File: config.mk
export PLATFORM = sky130hd
export DESIGN_NAME = two_phase_quiescence_detector_flat
export DESIGN_NICKNAME = d
export VERILOG_FILES = /design/src/design/tpqd_pkg.sv /design/src/design/tpqd_req_if.sv /design/src/design/tpqd_res_if.sv /design/src/design/tpqd_core.sv /design/src/design/two_phase_quiescence_detector.sv /design/src/flat_wrapper.sv
export SDC_FILE = /design/constraint.sdc
export NUM_CORES = 1
export LEC_CHECK = 0
export ABC_AREA = 1
export BUFFER_PORTS_ARGS = -buffer_cell sky130_fd_sc_hd__buf_2
export CAP_MARGIN = 20
export CORE_MARGIN = 3
export CORE_UTILIZATION = 40
export CTS_BUF_LIST = sky130_fd_sc_hd__clkbuf_4 sky130_fd_sc_hd__clkbuf_8
export DETAILED_ROUTE_END_ITERATION = 12
export PLACE_DENSITY = 0.63
export SYNTH_ARGS = -nofsm -noshare
export SYNTH_HDL_FRONTEND = slang
export SYNTH_SLANG_ARGS = --single-unit
File: constraint.sdc
create_clock -name clk_i -period 9.3 [get_ports clk_i]
set_clock_uncertainty 0.1 [all_clocks]
set_input_delay 0.93 -clock clk_i [delete_from_list [all_inputs] [get_ports clk_i]]
set_output_delay 0.93 -clock clk_i [all_outputs]
set_load 0.005 [all_outputs]
File: src/design/tpqd_pkg.sv
// ----------------------------------------------------------------------------
// Quiescence detector package
// Shared widths, operation and result codes, and request/result types.
// ----------------------------------------------------------------------------
package tpqd_pkg;

  // Width of the sent and handled counters and of the global sums taken in.
  localparam int unsigned CountWidth = 64;
  // Width of the user sums.
  localparam int unsigned UserWidth  = 64;

  localparam int unsigned FuncWidth  = 3;
  localparam int unsigned AmtWidth   = 32;
  localparam int unsigned KindWidth  = 2;
  localparam int unsigned PhaseWidth = 2;
  localparam int unsigned OutWidth   = 64;

  typedef enum logic [FuncWidth-1:0] {
    FuncBegin   = 3'd0,
    FuncAddSent = 3'd1,
    FuncAddHand = 3'd2,
    FuncEndEp   = 3'd3,
    FuncPoll    = 3'd4,
    FuncResult  = 3'd5
  } func_e;

  typedef enum logic [KindWidth-1:0] {
    KindNone  = 2'd0,
    KindSnap  = 2'd1,
    KindRetry = 2'd2,
    KindTerm  = 2'd3
  } kind_e;

  localparam logic [PhaseWidth-1:0] PhaseOne = 2'd1;
  localparam logic [PhaseWidth-1:0] PhaseTwo = 2'd2;

  typedef struct packed {
    logic [FuncWidth-1:0] func;
    logic [AmtWidth-1:0]  amount;
    logic [UserWidth-1:0] user_delta;
    logic                 transport_idle;
    logic [OutWidth-1:0]  global_handled;
    logic [OutWidth-1:0]  global_sent;
    logic [UserWidth-1:0] global_user;
  } req_t;

  typedef struct packed {
    logic [KindWidth-1:0]  kind;
    logic [OutWidth-1:0]   snap_handled;
    logic [OutWidth-1:0]   snap_sent;
    logic [UserWidth-1:0]  snap_user;
    logic [UserWidth-1:0]  final_user;
    logic [PhaseWidth-1:0] phase_now;
    logic                  count_error;
  } res_t;

endpackage

File: src/design/tpqd_req_if.sv
// ----------------------------------------------------------------------------
// Request channel
// Valid/ready channel carrying one detector request.
// ----------------------------------------------------------------------------
interface tpqd_req_if;
  logic        valid;
  logic        ready;
  logic [2:0]  func;
  logic [31:0] amount;
  logic [63:0] user_delta;
  logic        transport_idle;
  logic [63:0] global_handled;
  logic [63:0] global_sent;
  logic [63:0] global_user;

  modport source (
    output valid, func, amount, user_delta, transport_idle,
           global_handled, global_sent, global_user,
    input  ready
  );

  modport sink (
    input  valid, func, amount, user_delta, transport_idle,
           global_handled, global_sent, global_user,
    output ready
  );
endinterface

File: src/design/tpqd_res_if.sv
// ----------------------------------------------------------------------------
// Result channel
// Valid/ready channel carrying one detector result.
// ----------------------------------------------------------------------------
interface tpqd_res_if;
  logic        valid;
  logic        ready;
  logic [1:0]  kind;
  logic [63:0] snap_handled;
  logic [63:0] snap_sent;
  logic [63:0] snap_user;
  logic [63:0] final_user;
  logic [1:0]  phase_now;
  logic        count_error;

  modport source (
    output valid, kind, snap_handled, snap_sent, snap_user, final_user,
           phase_now, count_error,
    input  ready
  );

  modport sink (
    input  valid, kind, snap_handled, snap_sent, snap_user, final_user,
           phase_now, count_error,
    output ready
  );
endinterface

File: src/design/tpqd_core.sv
// ----------------------------------------------------------------------------
// Quiescence detector core
// Detector state and the update that one request causes.
// ----------------------------------------------------------------------------
module tpqd_core (
  input  logic          clk_i,
  input  logic          rst_ni,
  input  logic          fire_i,
  input  tpqd_pkg::req_t req_i,
  output tpqd_pkg::res_t res_o
);
  import tpqd_pkg::*;

  logic                  done_q, done_d;
  logic                  detecting_q, detecting_d;
  logic [CountWidth-1:0] handled_q, handled_d;
  logic [CountWidth-1:0] sent_q, sent_d;
  logic [UserWidth-1:0]  user_q, user_d;
  logic [CountWidth-1:0] last_gsent_q, last_gsent_d;
  logic [CountWidth-1:0] prev_sent_q, prev_sent_d;
  logic                  start_pend_q, start_pend_d;
  logic                  reduce_q, reduce_d;
  logic                  phase_two_q, phase_two_d;

  logic [CountWidth-1:0] g_handled;
  logic [CountWidth-1:0] g_sent;

  assign g_handled = CountWidth'(req_i.global_handled);
  assign g_sent    = CountWidth'(req_i.global_sent);

  always_comb begin
    done_d       = done_q;
    detecting_d  = detecting_q;
    handled_d    = handled_q;
    sent_d       = sent_q;
    user_d       = user_q;
    last_gsent_d = last_gsent_q;
    prev_sent_d  = prev_sent_q;
    start_pend_d = start_pend_q;
    reduce_d     = reduce_q;
    phase_two_d  = phase_two_q;
    res_o        = '0;

    unique case (req_i.func)
      FuncBegin: begin
        done_d      = 1'b0;
        detecting_d = 1'b0;
        handled_d   = '0;
        sent_d      = '0;
        user_d      = '0;
      end
      FuncAddSent: begin
        sent_d = sent_q + CountWidth'(req_i.amount);
      end
      FuncAddHand: begin
        handled_d = handled_q + CountWidth'(req_i.amount);
      end
      FuncEndEp: begin
        if (!done_q) begin
          user_d       = user_q + req_i.user_delta;
          last_gsent_d = '0;
          start_pend_d = 1'b1;
          reduce_d     = 1'b0;
          phase_two_d  = 1'b0;
          prev_sent_d  = '0;
          detecting_d  = 1'b1;
        end
      end
      FuncPoll: begin
        if (req_i.transport_idle && !done_q && detecting_q && start_pend_q) begin
          prev_sent_d        = last_gsent_q;
          res_o.snap_handled = OutWidth'(handled_q);
          res_o.snap_sent    = OutWidth'(sent_q);
          res_o.snap_user    = user_q;
          reduce_d           = 1'b1;
          start_pend_d       = 1'b0;
          res_o.kind         = KindSnap;
        end
      end
      FuncResult: begin
        if (reduce_q && !done_q && detecting_q) begin
          reduce_d          = 1'b0;
          last_gsent_d      = g_sent;
          res_o.count_error = (prev_sent_q > g_sent);
          if (g_handled != g_sent) begin
            phase_two_d  = 1'b0;
            start_pend_d = 1'b1;
            res_o.kind   = KindRetry;
          end else if (!phase_two_q || (g_sent != prev_sent_q)) begin
            phase_two_d  = 1'b1;
            start_pend_d = 1'b1;
            res_o.kind   = KindRetry;
          end else begin
            done_d           = 1'b1;
            handled_d        = '0;
            sent_d           = '0;
            res_o.final_user = req_i.global_user;
            res_o.kind       = KindTerm;
          end
        end
      end
      default: begin
      end
    endcase

    res_o.phase_now = phase_two_d ? PhaseTwo : PhaseOne;
  end

  always_ff @(posedge clk_i or negedge rst_ni) begin
    if (!rst_ni) begin
      done_q       <= 1'b1;
      detecting_q  <= 1'b0;
      handled_q    <= '0;
      sent_q       <= '0;
      user_q       <= '0;
      last_gsent_q <= '0;
      prev_sent_q  <= '0;
      start_pend_q <= 1'b0;
      reduce_q     <= 1'b0;
      phase_two_q  <= 1'b0;
    end else if (fire_i) begin
      done_q       <= done_d;
      detecting_q  <= detecting_d;
      handled_q    <= handled_d;
      sent_q       <= sent_d;
      user_q       <= user_d;
      last_gsent_q <= last_gsent_d;
      prev_sent_q  <= prev_sent_d;
      start_pend_q <= start_pend_d;
      reduce_q     <= reduce_d;
      phase_two_q  <= phase_two_d;
    end
  end

endmodule

File: src/design/two_phase_quiescence_detector.sv
// Path: an accepted request waits in the request register until the result
// register is free; the core's result is then registered for the sink to take.
// Throughput: one request per cycle when the sink keeps up, set by the state
// update in the core between the request register and the result register.
// Reset: asynchronous, active low; the detector comes up terminated, in
// phase one, with all counts and sums cleared and both registers empty.
// ----------------------------------------------------------------------------
// Two-phase quiescence detector
// One node of a counting termination detector with a request register, an
// update core and a result register.
// ----------------------------------------------------------------------------
module two_phase_quiescence_detector (
  input  logic clk_i,
  input  logic rst_ni,
  tpqd_req_if.sink   in_i,
  tpqd_res_if.source out_o
);
  import tpqd_pkg::*;

  // Request register: holds one accepted request until the core takes it.
  logic s1_valid_q;
  req_t s1_req_q;

  // Result register: holds one finished result until the sink takes it.
  logic out_valid_q;
  res_t out_res_q;

  res_t core_res;
  logic out_free;
  logic fire;
  logic take_in;

  // The core runs whenever a request is waiting and the result register can
  // take its result in the same edge (empty, or being emptied now).
  assign out_free = !out_valid_q || out_o.ready;
  assign fire     = s1_valid_q && out_free;

  // A new request may enter while the previous one moves on, so the block
  // sustains one request per cycle when the sink keeps up.
  assign in_i.ready = !s1_valid_q || fire;
  assign take_in    = in_i.valid && in_i.ready;

  tpqd_core u_core (
    .clk_i  (clk_i),
    .rst_ni (rst_ni),
    .fire_i (fire),
    .req_i  (s1_req_q),
    .res_o  (core_res)
  );

  always_ff @(posedge clk_i or negedge rst_ni) begin
    if (!rst_ni) begin
      s1_valid_q  <= 1'b0;
      out_valid_q <= 1'b0;
    end else begin
      if (take_in) begin
        s1_valid_q <= 1'b1;
      end else if (fire) begin
        s1_valid_q <= 1'b0;
      end
      if (fire) begin
        out_valid_q <= 1'b1;
      end else if (out_o.ready) begin
        out_valid_q <= 1'b0;
      end
    end
  end

  // Payload registers carry no reset; their valid flags guard them.
  always_ff @(posedge clk_i) begin
    if (take_in) begin
      s1_req_q.func           <= in_i.func;
      s1_req_q.amount         <= in_i.amount;
      s1_req_q.user_delta     <= in_i.user_delta;
      s1_req_q.transport_idle <= in_i.transport_idle;
      s1_req_q.global_handled <= in_i.global_handled;
      s1_req_q.global_sent    <= in_i.global_sent;
      s1_req_q.global_user    <= in_i.global_user;
    end
    if (fire) begin
      out_res_q <= core_res;
    end
  end

  assign out_o.valid        = out_valid_q;
  assign out_o.kind         = out_res_q.kind;
  assign out_o.snap_handled = out_res_q.snap_handled;
  assign out_o.snap_sent    = out_res_q.snap_sent;
  assign out_o.snap_user    = out_res_q.snap_user;
  assign out_o.final_user   = out_res_q.final_user;
  assign out_o.phase_now    = out_res_q.phase_now;
  assign out_o.count_error  = out_res_q.count_error;

endmodule
File: src/flat_wrapper.sv
// flat-port wrapper written by rule: the top's interface ports become plain ports
module two_phase_quiescence_detector_flat import tpqd_pkg::*;
  (clk_i, rst_ni, in_i_valid, in_i_func, in_i_amount, in_i_user_delta, in_i_transport_idle, in_i_global_handled, in_i_global_sent, in_i_global_user, in_i_ready, out_o_valid, out_o_kind, out_o_snap_handled, out_o_snap_sent, out_o_snap_user, out_o_final_user, out_o_phase_now, out_o_count_error, out_o_ready);
  tpqd_req_if in_i_i ();
  tpqd_res_if out_o_i ();
  input  logic clk_i;
  input  logic rst_ni;
  input wire logic [$bits(in_i_i.valid)-1:0] in_i_valid;
  input wire logic [$bits(in_i_i.func)-1:0] in_i_func;
  input wire logic [$bits(in_i_i.amount)-1:0] in_i_amount;
  input wire logic [$bits(in_i_i.user_delta)-1:0] in_i_user_delta;
  input wire logic [$bits(in_i_i.transport_idle)-1:0] in_i_transport_idle;
  input wire logic [$bits(in_i_i.global_handled)-1:0] in_i_global_handled;
  input wire logic [$bits(in_i_i.global_sent)-1:0] in_i_global_sent;
  input wire logic [$bits(in_i_i.global_user)-1:0] in_i_global_user;
  output wire logic [$bits(in_i_i.ready)-1:0] in_i_ready;
  output wire logic [$bits(out_o_i.valid)-1:0] out_o_valid;
  output wire logic [$bits(out_o_i.kind)-1:0] out_o_kind;
  output wire logic [$bits(out_o_i.snap_handled)-1:0] out_o_snap_handled;
  output wire logic [$bits(out_o_i.snap_sent)-1:0] out_o_snap_sent;
  output wire logic [$bits(out_o_i.snap_user)-1:0] out_o_snap_user;
  output wire logic [$bits(out_o_i.final_user)-1:0] out_o_final_user;
  output wire logic [$bits(out_o_i.phase_now)-1:0] out_o_phase_now;
  output wire logic [$bits(out_o_i.count_error)-1:0] out_o_count_error;
  input wire logic [$bits(out_o_i.ready)-1:0] out_o_ready;
  assign in_i_i.valid = in_i_valid;
  assign in_i_i.func = in_i_func;
  assign in_i_i.amount = in_i_amount;
  assign in_i_i.user_delta = in_i_user_delta;
  assign in_i_i.transport_idle = in_i_transport_idle;
  assign in_i_i.global_handled = in_i_global_handled;
  assign in_i_i.global_sent = in_i_global_sent;
  assign in_i_i.global_user = in_i_global_user;
  assign in_i_ready = in_i_i.ready;
  assign out_o_valid = out_o_i.valid;
  assign out_o_kind = out_o_i.kind;
  assign out_o_snap_handled = out_o_i.snap_handled;
  assign out_o_snap_sent = out_o_i.snap_sent;
  assign out_o_snap_user = out_o_i.snap_user;
  assign out_o_final_user = out_o_i.final_user;
  assign out_o_phase_now = out_o_i.phase_now;
  assign out_o_count_error = out_o_i.count_error;
  assign out_o_i.ready = out_o_ready;
  two_phase_quiescence_detector u_core (.clk_i(clk_i), .rst_ni(rst_ni), .in_i(in_i_i), .out_o(out_o_i));
endmodule
## Yosys cells after proc, flatten, opt, wreduce, memory -nomap -nowiden

Index checks and enable logic that the tools add are counted.
Widths: inputs -> output; s select.

| storage, ports and cells | value |
|---|---|
| input bits | 296 |
| word-level logic and storage cells | 122 |
| bits in registers | 880 |
| output and inout bits | 263 |

| cells by class | value |
|---|---|
| multiplexer cells | 42 |
| equality and inequality tests | 13 |
| $add $sub $neg | 3 |
| $lt $le $gt $ge | 1 |
| bitwise gates (word level) | 2 |
| reduce and logical (&&, ||, !) cells | 35 |

Operators by type and width:

| cell | count |
|---|---|
| $mux 64 | 7 |
| $pmux 64 s2 | 3 |
| $pmux 64 s3 | 2 |
| $mux 193 | 1 |
| $add 64x32->64 | 2 |
| $ne 64x64->1 | 2 |
| $add 64x64->64 | 1 |
| $gt 64x64->1 | 1 |
| $mux 1 | 20 |
| $reduce_and 5->1 | 4 |
| $reduce_bool 2->1 | 6 |
| $ne 2x2->1 const B | 5 |
| $reduce_bool 3->1 | 3 |
| $reduce_and 4->1 | 2 |
| $logic_and 1x1->1 | 7 |
| $eq 3x2->1 const B | 2 |
| $eq 3x3->1 const B | 2 |
| $mux 2 | 3 |
| $pmux 1 s2 | 3 |
| $pmux 1 s3 | 2 |
| $reduce_and 6->1 | 1 |
| $logic_not 1->1 | 4 |
| $pmux 2 s2 | 1 |
| $reduce_and 2->1 | 2 |
| other kinds (7) | 10 |

## Logic depth before layout (Yosys ltp)

Gate-level depths: netlist of run 1.

| logic depth | value |
|---|---|
| depth in word-level cells | 7 |
| depth in mapped cells | 17 |
| depth with buffers taken out | 17 |

## Hierarchy

From an unflattened synthesis of run 1, not the netlist that was laid out.

| second synthesis, totals | value |
|---|---|
| cell total of the unflattened synthesis | 5568 |
| area total of the unflattened synthesis | 46719.8 um^2 |

By module, submodules not included:

| module | cells an instance | area an instance (um^2) | seq. area each (um^2) | instances |
|---|---|---|---|---|
| tpqd_core | 5003 | 30018.8 | 8134.1 | 1 |
| two_phase_quiescence_detector | 565 | 16701.0 | 16656.0 | 1 |

## Worst setup path after synthesis of run 1

No wires, ideal clock.

| timing path | value |
|---|---|
| kind | in2reg |
| start point | input port out_o_ready |
| end point | register u_core.u_core.start_pend_q |
| arrival | 7.453 ns |
| stages | 12 |
| data required time | 9.084 ns |
| setup time | 0.116 ns |
| buffers on the path | 1 |
| setup slack | 1.630 ns |
| path through | inv_1 nand2_1 nand2_1 inv_1 nand2_1 a21oi_1 clkbuf_1 a31oi_1 inv_1 nand2_1 nand2_1 nand2_1 |

| between the ends | value |
|---|---|
| word-level cells in the longest chain between the ends | 3 |

RTL lines:

| what | line | source |
|---|---|---|
| start, declared | flat_wrapper.sv:25 | `input wire logic [$bits(out_o_i.ready)-1:0] out_o_ready;` |
| $logic_or 1x1->1 | two_phase_quiescence_detector.sv:35 | `assign out_free = !out_valid_q \|\| out_o.ready;` |
| $logic_and 1x1->1 | two_phase_quiescence_detector.sv:36 | `assign fire = s1_valid_q && out_free;` |
| via u_core.fire | two_phase_quiescence_detector.sv:30 | `logic fire;` |
| $reduce_and 6->1 (no line) | - |  |
| end signal, assigned | tpqd_core.sv:129 | `start_pend_q <= start_pend_d;` |
| end, declared | tpqd_core.sv:21 | `logic start_pend_q, start_pend_d;` |

The timed path passes the listed nets, and every way through them passes these cells.
A chain may end at the register's enable or synchronous reset.

## Worst setup path after layout of run 1

| timing path | value |
|---|---|
| start point | register u_core.s1_req_q[290] (netlist bit) |
| end point | register u_core.u_core.last_gsent_q[14] |

| between the ends | value |
|---|---|
| word-level cells in the longest chain between the ends | 3 |
| elaborated cells on any way between the ends | 7 |
| those cells by class | eq/ne: 4; mux: 1; reduce/logical: 2 |

RTL lines:

| what | line | source |
|---|---|---|
| start, declared | two_phase_quiescence_detector.sv:22 | `req_t s1_req_q;` |
| $eq 3x2->1 / $eq 3x3->1 (equally long branches) | tpqd_core.sv:44 | `unique case (req_i.func)` |
| $ne 2x2->1 (no line) / $reduce_bool 2->1 (equally long branches) | - |  |
| $reduce_and 4->1 (no line) | - |  |
| end signal, assigned | tpqd_core.sv:127 | `last_gsent_q <= last_gsent_d;` |
| end, declared | tpqd_core.sv:19 | `logic [CountWidth-1:0] last_gsent_q, last_gsent_d;` |

Parallel ways exist; a longest one is shown, timed or not.

==> results of run 1 <==
-- cell usage after synthesis (2+ instances only) --
cell type     n
a21boi_0      6
a21o_1        5
a21oi_1     198
and2_1        5
buf_1         2
buf_2        28
buf_4         2
buf_6         5
clkbuf_1     84
dfrtp_1     326
edfxtp_1    553
fa_1          3
ha_1        191
inv_1       926
inv_2         5
nand2_1    1531
nand3_1     348
nand3b_1     19
nand4_1      34
nor2_1      674
nor3_1       48
nor3_2        2
nor4_1        7
o21a_1        2
o21ai_0     302
o21ai_1      16
o21bai_1     22
o22ai_1      19
o31ai_1      65
o32ai_1       2
or2_2        31
xnor2_1      20
xor2_1       68
-- state kept, by name, summed over array words and instances, names as in the netlist, 2 cells and up --
| signal | count |
|---|---|
| u_core.out_o.snap_user | 64 |
| u_core.u_core.user_q | 64 |
| u_core.s1_req_q | 292 |
| u_core.u_core.sent_q | 64 |
| u_core.u_core.last_gsent_q | 64 |
| u_core.out_o.snap_sent | 64 |
| u_core.out_o.final_user | 64 |
| u_core.out_o.kind | 2 |
| u_core.out_o.snap_handled | 64 |
| u_core.out_o.phase_now | 2 |
| u_core.u_core.prev_sent_q | 64 |
| u_core.u_core.handled_q | 64 |
-- power by group through the flow --
stage / Combinational [mW] / Sequential [mW] / Clock [mW]
3_5_place_dp: 2.19 / 4.97 / 0
6_report: 2.20 / 4.90 / 3.97
5_1_grt: 2.49 / 4.95 / 4.27
3_3_place_gp: 2.16 / 4.96 / 0
2_1_floorplan: 1.41 / 4.96 / 0
4_1_cts: 2.20 / 4.90 / 4.09
-- placed cells by master (no fill, tap or decap), types with 65 or more instances in the layout --
cell type,Yosys,layout
nor2_1,674,673
ha_1,191,191
nand3_1,348,348
buf_2,28,557
clkbuf_8,0,174
a21oi_1,198,197
o21ai_0,302,302
inv_1,926,924
xor2_1,68,68
edfxtp_1,553,553
o31ai_1,65,65
dfrtp_1,326,326
nand2_1,1531,1529
-- per-layer routing --
layer / global-route usage, % / vias up
li1: - / 19100
met1: 31.4 / 17900
met2: 35.9 / 1240
met3: 4.67 / 235
met4: 6.87 / 6
met5: 0 / -
-- metrics by stage --
step,setup WS [ns],hold slack [ns]
after floorplan,1.63,0.342
after global placement,5.12,0.353
after detailed placement,5.10,0.369
after CTS,5.38,0.0491
after global routing,5.07,0.0683
final,5.46,0.150
-- worst max path at each step --
| stage | start | end | slack (ns) | cells past startpoint |
|---|---|---|---|---|
| detailed placement | out_o_ready | u_core.u_core.sent_q[29] | 5.10 | 10 |
| floorplan | out_o_ready | u_core.u_core.start_pend_q | 1.63 | 12 |
| CTS | u_core.s1_req_q[290] | u_core.u_core.prev_sent_q[55] | 5.38 | 11 |
| global placement | out_o_ready | u_core.u_core.sent_q[32] | 5.12 | 10 |
| global route | u_core.s1_req_q[290] | u_core.u_core.prev_sent_q[57] | 5.07 | 11 |
| finish | u_core.s1_req_q[290] | u_core.u_core.last_gsent_q[14] | 5.46 | 9 |
-- cell type report --
cell class	count	area share [%]
Multi-Input combinational cell	3626	32.6
Inverter	932	6.46
Clock buffer	236	5.25
Clock inverter	59	1.08
Tap cell	1512	3.48
Timing Repair Buffer	580	5.60
Antenna cell	7	0.0322
Sequential cell	880	45.5
-- cells by family (layout without fill, tap and decap cells) --
| logic type | count (synthesis) | after routing |
|---|---|---|
| AOI/OAI and AO/OA | 641 | 641 |
| xor gates and xnor gates | 88 | 88 |
| adders and majority gates | 194 | 194 |
| buffers and inverters | 1053 | 1807 |
| DFF | 880 | 880 |
| other | 0 | 7 |
| and+or+nand+nor | 2703 | 2703 |
-- what timing repair did --
action / CTS / global route
hold buffers: 1 / 0
endpoints found under the setup margin: 0 / 0
buffers inserted: 0 / 0
endpoints found under the hold margin: 45 / 0
==> summary.md, run 1 <==
| Metric | Value |
|---|---|
| Maximum vdd drop | `0.135 mV` |
| Synth area leaders | `edfxtp_1, dfrtp_1, nand2_1` |
| Number of antenna violations at the first check in global routing | `16` |
| Reg power frac | `44.3%` |
| WL/cell | `17.7 microns` |
| Dpl cell area | `0.0509 sq mm` |
| Worst-path maximum fanout | `94` |
| Synth Area in Compound Gates | `7.55%` |
| Area share of and/or/nand/nor cells after synthesis | `23.5%` |
| # rows | `124` |
| Crit-path slowest cell | `nor2_1` |
| Reg clk slew, reported paths | `0.06 ns` |
| DIE WIDTH | `347 microns` |
| Total congestion overflow | `0` |
| Fin util | `47.4%` |
| Cell chain of the critical path | `inv_2, nand2_1, nor2_1, clkinv_2, buf_4, o21ai_0, nand2_4, buf_4, o31ai_1` |
| Die ar. | `0.120 sq mm` |
| Metal2 WL | `62.7 mm` |
| Type of the worst setup path | `reg -> reg` |
| Actual slew at the worst max-slew pin | `1.05 ns` |
| Fmax | `0.260 GHz` |
| Resize count post-CTS | `0` |
| Synth cell types | `43` |
| Reg2reg path depth | `9` |
| Internal Power | `7.61 mW` |
| Root buffer cell | `clkbuf_8` |
| Lkg Pwr | `25.5 nW` |
| H-tree Lvls | `4` |
| Clk_lat worst skew | `0.86 ns` |
| Setup TNS | `0 ns` |
| Routability cong. | `0.962` |
| Final setup viols | `0` |
| Switching fraction of total power | `31.3%` |
| Placed cells | `7526` |
| Post-synth EDFFs | `553` |
| Hold violation total from the final report | `0` |
| Share of cells above drive strength 1 | `14.4%` |
| Mux contribution to synthesized area | `0%` |
| Hold_sp | `in_i_global_handled[56]` |
| GRT Total Usage | `22.7%` |
| Pwr Total | `11.1 mW` |
| Dpl hpwl | `103 mm` |
| Min-Delay Endpoint | `u_core.s1_req_q[184]` |
| FF-to-FF End | `u_core.u_core.last_gsent_q[14]` |
| Initial DRC Count | `3374` |
| Unrepaired setup endpoints after global routing | `false` |
| Vias in the first global route | `37300` |
| CTS Buffer Depth | `3` |
| MaxCap Viol Count | `0` |
| Clock power frac | `35.9%` |
| Post-route insts no fill | `7832` |
| Tcrit/Tclk final | `41.3%` |
| Req. time, crit path | `9.91 ns` |
| Final min period | `3.84 ns` |
| Crit path launch type | `flop` |
| Fin area | `0.0544 sq mm` |
| Cell taking the most area after synthesis | `edfxtp_1` |
| Power Density | `203 mW/mm^2` |
| Filler cells | `11200` |
| Mapped Area | `0.0465 sq mm` |
| XOR/XNOR share of the synthesized area | `1.66%` |
| WHS Path Cells | `1` |
| Number of remaining DRC errors | `0` |
| Final Max Tran Viols | `0` |
| Synthesized-area fraction occupied by adder cells | `5.27%` |
| Register Area | `0.0248 sq mm` |
| Top delay family on crit path | `buffers and inverters` |
| CP endpoint kind | `flop` |
| First-pass GRT wire length | `213 mm` |
| Sink Count | `880` |
| Worst r2r src | `u_core.s1_req_q[290]` |
| Drt pass-1 iters | `6` |
| Critical Path AT | `4.46 ns` |
| Vias per cell | `4.92` |
| Worst reg2reg setup slack | `5.46 ns` |
| Area occupied by multi-input gates | `0.0177 sq mm` |
| CTS tree | `yes` |
| Vias | `38600` |
| Core Area | `0.115 sq mm` |
| Final net count | `6668` |
| Largest family of logic cells by synthesized area | `simple AND/OR/NAND/NOR gates` |
| Routed Antenna Nets | `0` |
| Routed wl met3 | `10.0 mm` |
| Crit path buf inv count | `4` |
| Main synth FF type | `edfxtp_1` |
| Top routing layer in use | `met5` |
| Largest net degree at the start of global routing | `195` |
| Combinational share of power | `19.9%` |
| Async set or reset register ratio after synthesis | `37.2%` |
| I/O pins | `559` |
| Total of warnings raised by yosys | `0` |
| CTS buffer count | `158` |
| Max incr delay on CP | `0.72 ns` |
| PortBufs | `558` |
| Syn Nets | `6049` |
| Post-Syn Instances | `5559` |
| Synth Register Bits | `880` |
| Critical path's most frequent cell | `buf_4` |
| Top cell type's share of synthesized area | `35.7%` |
| Die height | `347 microns` |
| Syn avg cell area | `8.36 sq um` |
| Sequential share of the synthesized area | `53.3%` |
| WL final | `138 mm` |
| M1 WL | `62.1 mm` |
| Run status | `finished clean` |
| Area Overhead vs Synth | `17.1%` |
| Switching Power | `3.46 mW` |
| Min-delay worst type | `in -> reg` |
| Worst slew margin | `30.0%` |
| Starting Density | `40.5%` |
Note: power is estimated with default switching activity, not from simulation.
==> run 2, diff against run 1 <==
clock period = 3.7 ns   (was 9.3 ns; I/O delays follow)
==> run 2 against run 1 <==
Against the previous run:
- the flow now finishes with violations (slew limit)
- setup slack got worse by 4.8 ns
- clock power up 140%
- sequential power rose to 2.5 times the previous value
- design area rose by 5.4%
- first-iteration DRC count decreased by 8.9%
- critical path depth grew 5
- flip-flop and latch count is the same
- largest power group unchanged
- highest routed layer is now met4
==> summary.md, run 2 (same netlist as run 1, synthesis figures left out) <==
| Metric | Value |
|---|---|
| Number of antenna violations at the first check in global routing | `13 (-3)` |
| Resize count post-CTS | `0 (unchanged)` |
| Type of the worst setup path | `reg -> reg` |
| Vias per cell | `4.89 (-0.71%)` |
| Starting Density | `40.5% (unchanged)` |
| Sink Count | `880 (unchanged)` |
| Most flop-heavy register | `u_core.s1_req_q` |
| WL/cell | `17.9 microns (+1.5%)` |
| Req. time, crit path | `4.24 ns (-5.67 ns)` |
| Crit path launch type | `flop` |
| Number of remaining DRC errors | `0 (unchanged)` |
| Area Overhead vs Synth | `23.4%` |
| Most common cell after layout, fill and taps aside | `nand2_1` |
| Largest net degree at the start of global routing | `194 (-0.51%)` |
| Die height | `347 microns (unchanged)` |
| Failing checks | `slew limit` |
| Post-route insts no fill | `8142 (+4.0%)` |
| Reg clk slew, reported paths | `0.06 ns (about the same)` |
| GRT Total Usage | `23.9% (+1.2 points)` |
| Worst-path maximum fanout | `111 (+18%)` |
| Reg2reg path depth | `14 (+5)` |
| Run status | `finished, violations left` |
| DIE WIDTH | `347 microns (unchanged)` |
| Clk_lat worst skew | `0.84 ns (-0.02 ns)` |
| Tcrit/Tclk final | `82.7% (+41 points)` |
| Final Max Tran Viols | `65 (+65)` |
| Die ar. | `0.120 sq mm (unchanged)` |
| MaxCap Viol Count | `0 (unchanged)` |
| Routability cong. | `0.958 (-0.38%)` |
| Min-delay worst type | `in -> async` |
| Worst slew margin | `-4.13% (-34 points)` |
| Lkg Pwr | `26.7 nW (+4.8%)` |
| Drt pass-1 iters | `5 (-1)` |
| Dpl hpwl | `105 mm (+2.4%)` |
| Commonest cells after routing, fill and taps aside | `nand2_1, inv_1, nor2_1, buf_2, edfxtp_1` |
| Share of cells above drive strength 1 | `13.6% (-0.80 points)` |
| Largest register FFs | `292 (unchanged)` |
| Setup WS post-layout | `0.638 ns (-4.82 ns)` |
| Core Area | `0.115 sq mm (unchanged)` |
| Vias in the first global route | `39100 (+4.8%)` |
| CTS Buffer Depth | `3 (unchanged)` |
| Crit. Startpoint | `u_core.s1_req_q[121]` |
| Hold violation total from the final report | `0 (unchanged)` |
| GR peak layer | `met2` |
| Grt met2 use | `37.9% (+2.0 points)` |
| Final setup viols | `0 (unchanged)` |
| Actual slew at the worst max-slew pin | `1.56 ns (+0.512 ns)` |
| H-tree Lvls | `4 (unchanged)` |
| Unrepaired setup endpoints after global routing | `false` |
| Met1 usage | `33.0% (+1.6 points)` |
| Worst r2r src | `u_core.s1_req_q[121]` |
| Placed cells | `7545 (+0.25%)` |
| # rows | `124 (unchanged)` |
| Initial DRC Count | `3073 (-8.9%)` |
| Routed Antenna Nets | `0 (unchanged)` |
| Root buffer cell | `clkbuf_8` |
| GR Layer Usage met3 | `4.07% (-0.60 points)` |
| Maximum vdd drop | `0.360 mV (+170%)` |
| CP endpoint kind | `flop` |
| Fin util | `50.0% (+2.6 points)` |
| CTS buffer count | `155 (-1.9%)` |
| PortBufs | `558 (unchanged)` |
| CTS tree | `yes` |
| Vias | `39800 (+3.2%)` |
| Power Density | `482 mW/mm^2 (+140%)` |
| Final min period | `3.06 ns (-0.783 ns)` |
| Fmax | `0.327 GHz (+26%)` |
| Setup WS pre-CTS | `0.671 ns (-4.42 ns)` |
| Critical Path AT | `3.60 ns (-0.86 ns)` |
| I/O pins | `559 (unchanged)` |
| First-pass GRT wire length | `224 mm (+5.3%)` |
| Final net count | `6977 (+4.6%)` |
| Final hold slack | `0.0437 ns (-0.106 ns)` |
| WL final | `146 mm (+5.5%)` |
| Total congestion overflow | `0 (unchanged)` |
==> run 2: changes by cell type in the layout (fill, tap and decap cells not counted), sizes merged <==
cell | previous run | this run
dlygate4sd3 | 1 | 297
clkbuf | 236 | 212
clkinvlp | 5 | 3
buf | 579 | 595
clkinv | 39 | 59
diode | 7 | 11
bufinv | 9 | 6
inv | 938 | 941
==> run 2: timing repair <==
| action | CTS | global route |
|---|---|---|
| hold buffers | 297 | 0 |
| setup endpoints to repair | 0 | 0 |
| buffers inserted | 0 | 0 |
| hold endpoints to repair | 476 | 0 |
==> run 2: final timing paths <==
check | slack (ns) | endpoint
worst max-delay path | 0.64 | u_core.u_core.sent_q[37]
worst min-delay path | 0.04 | u_core.u_core.sent_q[47]
worst max register to register | 0.64 | u_core.u_core.sent_q[37]
worst min register to register | 0.38 | u_core.u_core.last_gsent_q[30]
max in group asynchronous | 2.44 | u_core.u_core.prev_sent_q[48]
min in group clk_i | 0.14 | u_core.s1_req_q[189]
==> run 2: worst max-delay path: stages (launching register included) <==
cell      delay (ns)
edfxtp_1        0.41
inv_1           0.10
ha_1            0.25
nand2_1         0.11
nor2_1          0.05
nand2_1         0.10
nor2_1          0.09
nand2_1         0.11
nor2_1          0.06
nand2_1         0.09
nand2_1         0.06
nand2_1         0.09
nand3b_4        0.13
buf_4           0.70
o21ai_0         0.24
==> run 2: cell type report <==
class	instances	area, sq um
fillers	10900	57400
flip-flops and latches	880	24800
multi-input cells	3626	17700
repair buffers	892	6220
inverters	932	3510
clock buffers	212	2620
well taps	1512	1890
clock inverters	77	612
diodes	11	27.5
==> run 2: per-layer routing <==
layer / wire length (microns) / vias to the layer above
li1: - / 19700
met1: 65600 / 18500
met2: 66400 / 1252
met3: 9300 / 260
met4: 4770 / 0
met5: 0 / -
==> run 2: power breakdown <==
part | leakage, nW | internal, mW | switching (mW)
sequential | 9.92 | 11.7 | 0.608
combinational | 15.1 | 2.05 | 3.85
clock | 1.71 | 5.10 | 4.39
total | 26.7 | 18.8 | 8.84
==> run 2: per-stage QoR <==
| stage | power [mW] | setup TNS, ns | cell area, sq um |
|---|---|---|---|
| after floorplan | 16.0 | -1280.03 | 46500 |
| after global placement | 18.0 | 0 | 51200 |
| after detailed placement | 18.1 | 0 | 51200 |
| after CTS | 27.9 | 0 | 57400 |
| after global routing | 29.2 | 0 | 57400 |
| final | 27.7 | 0 | 57400 |
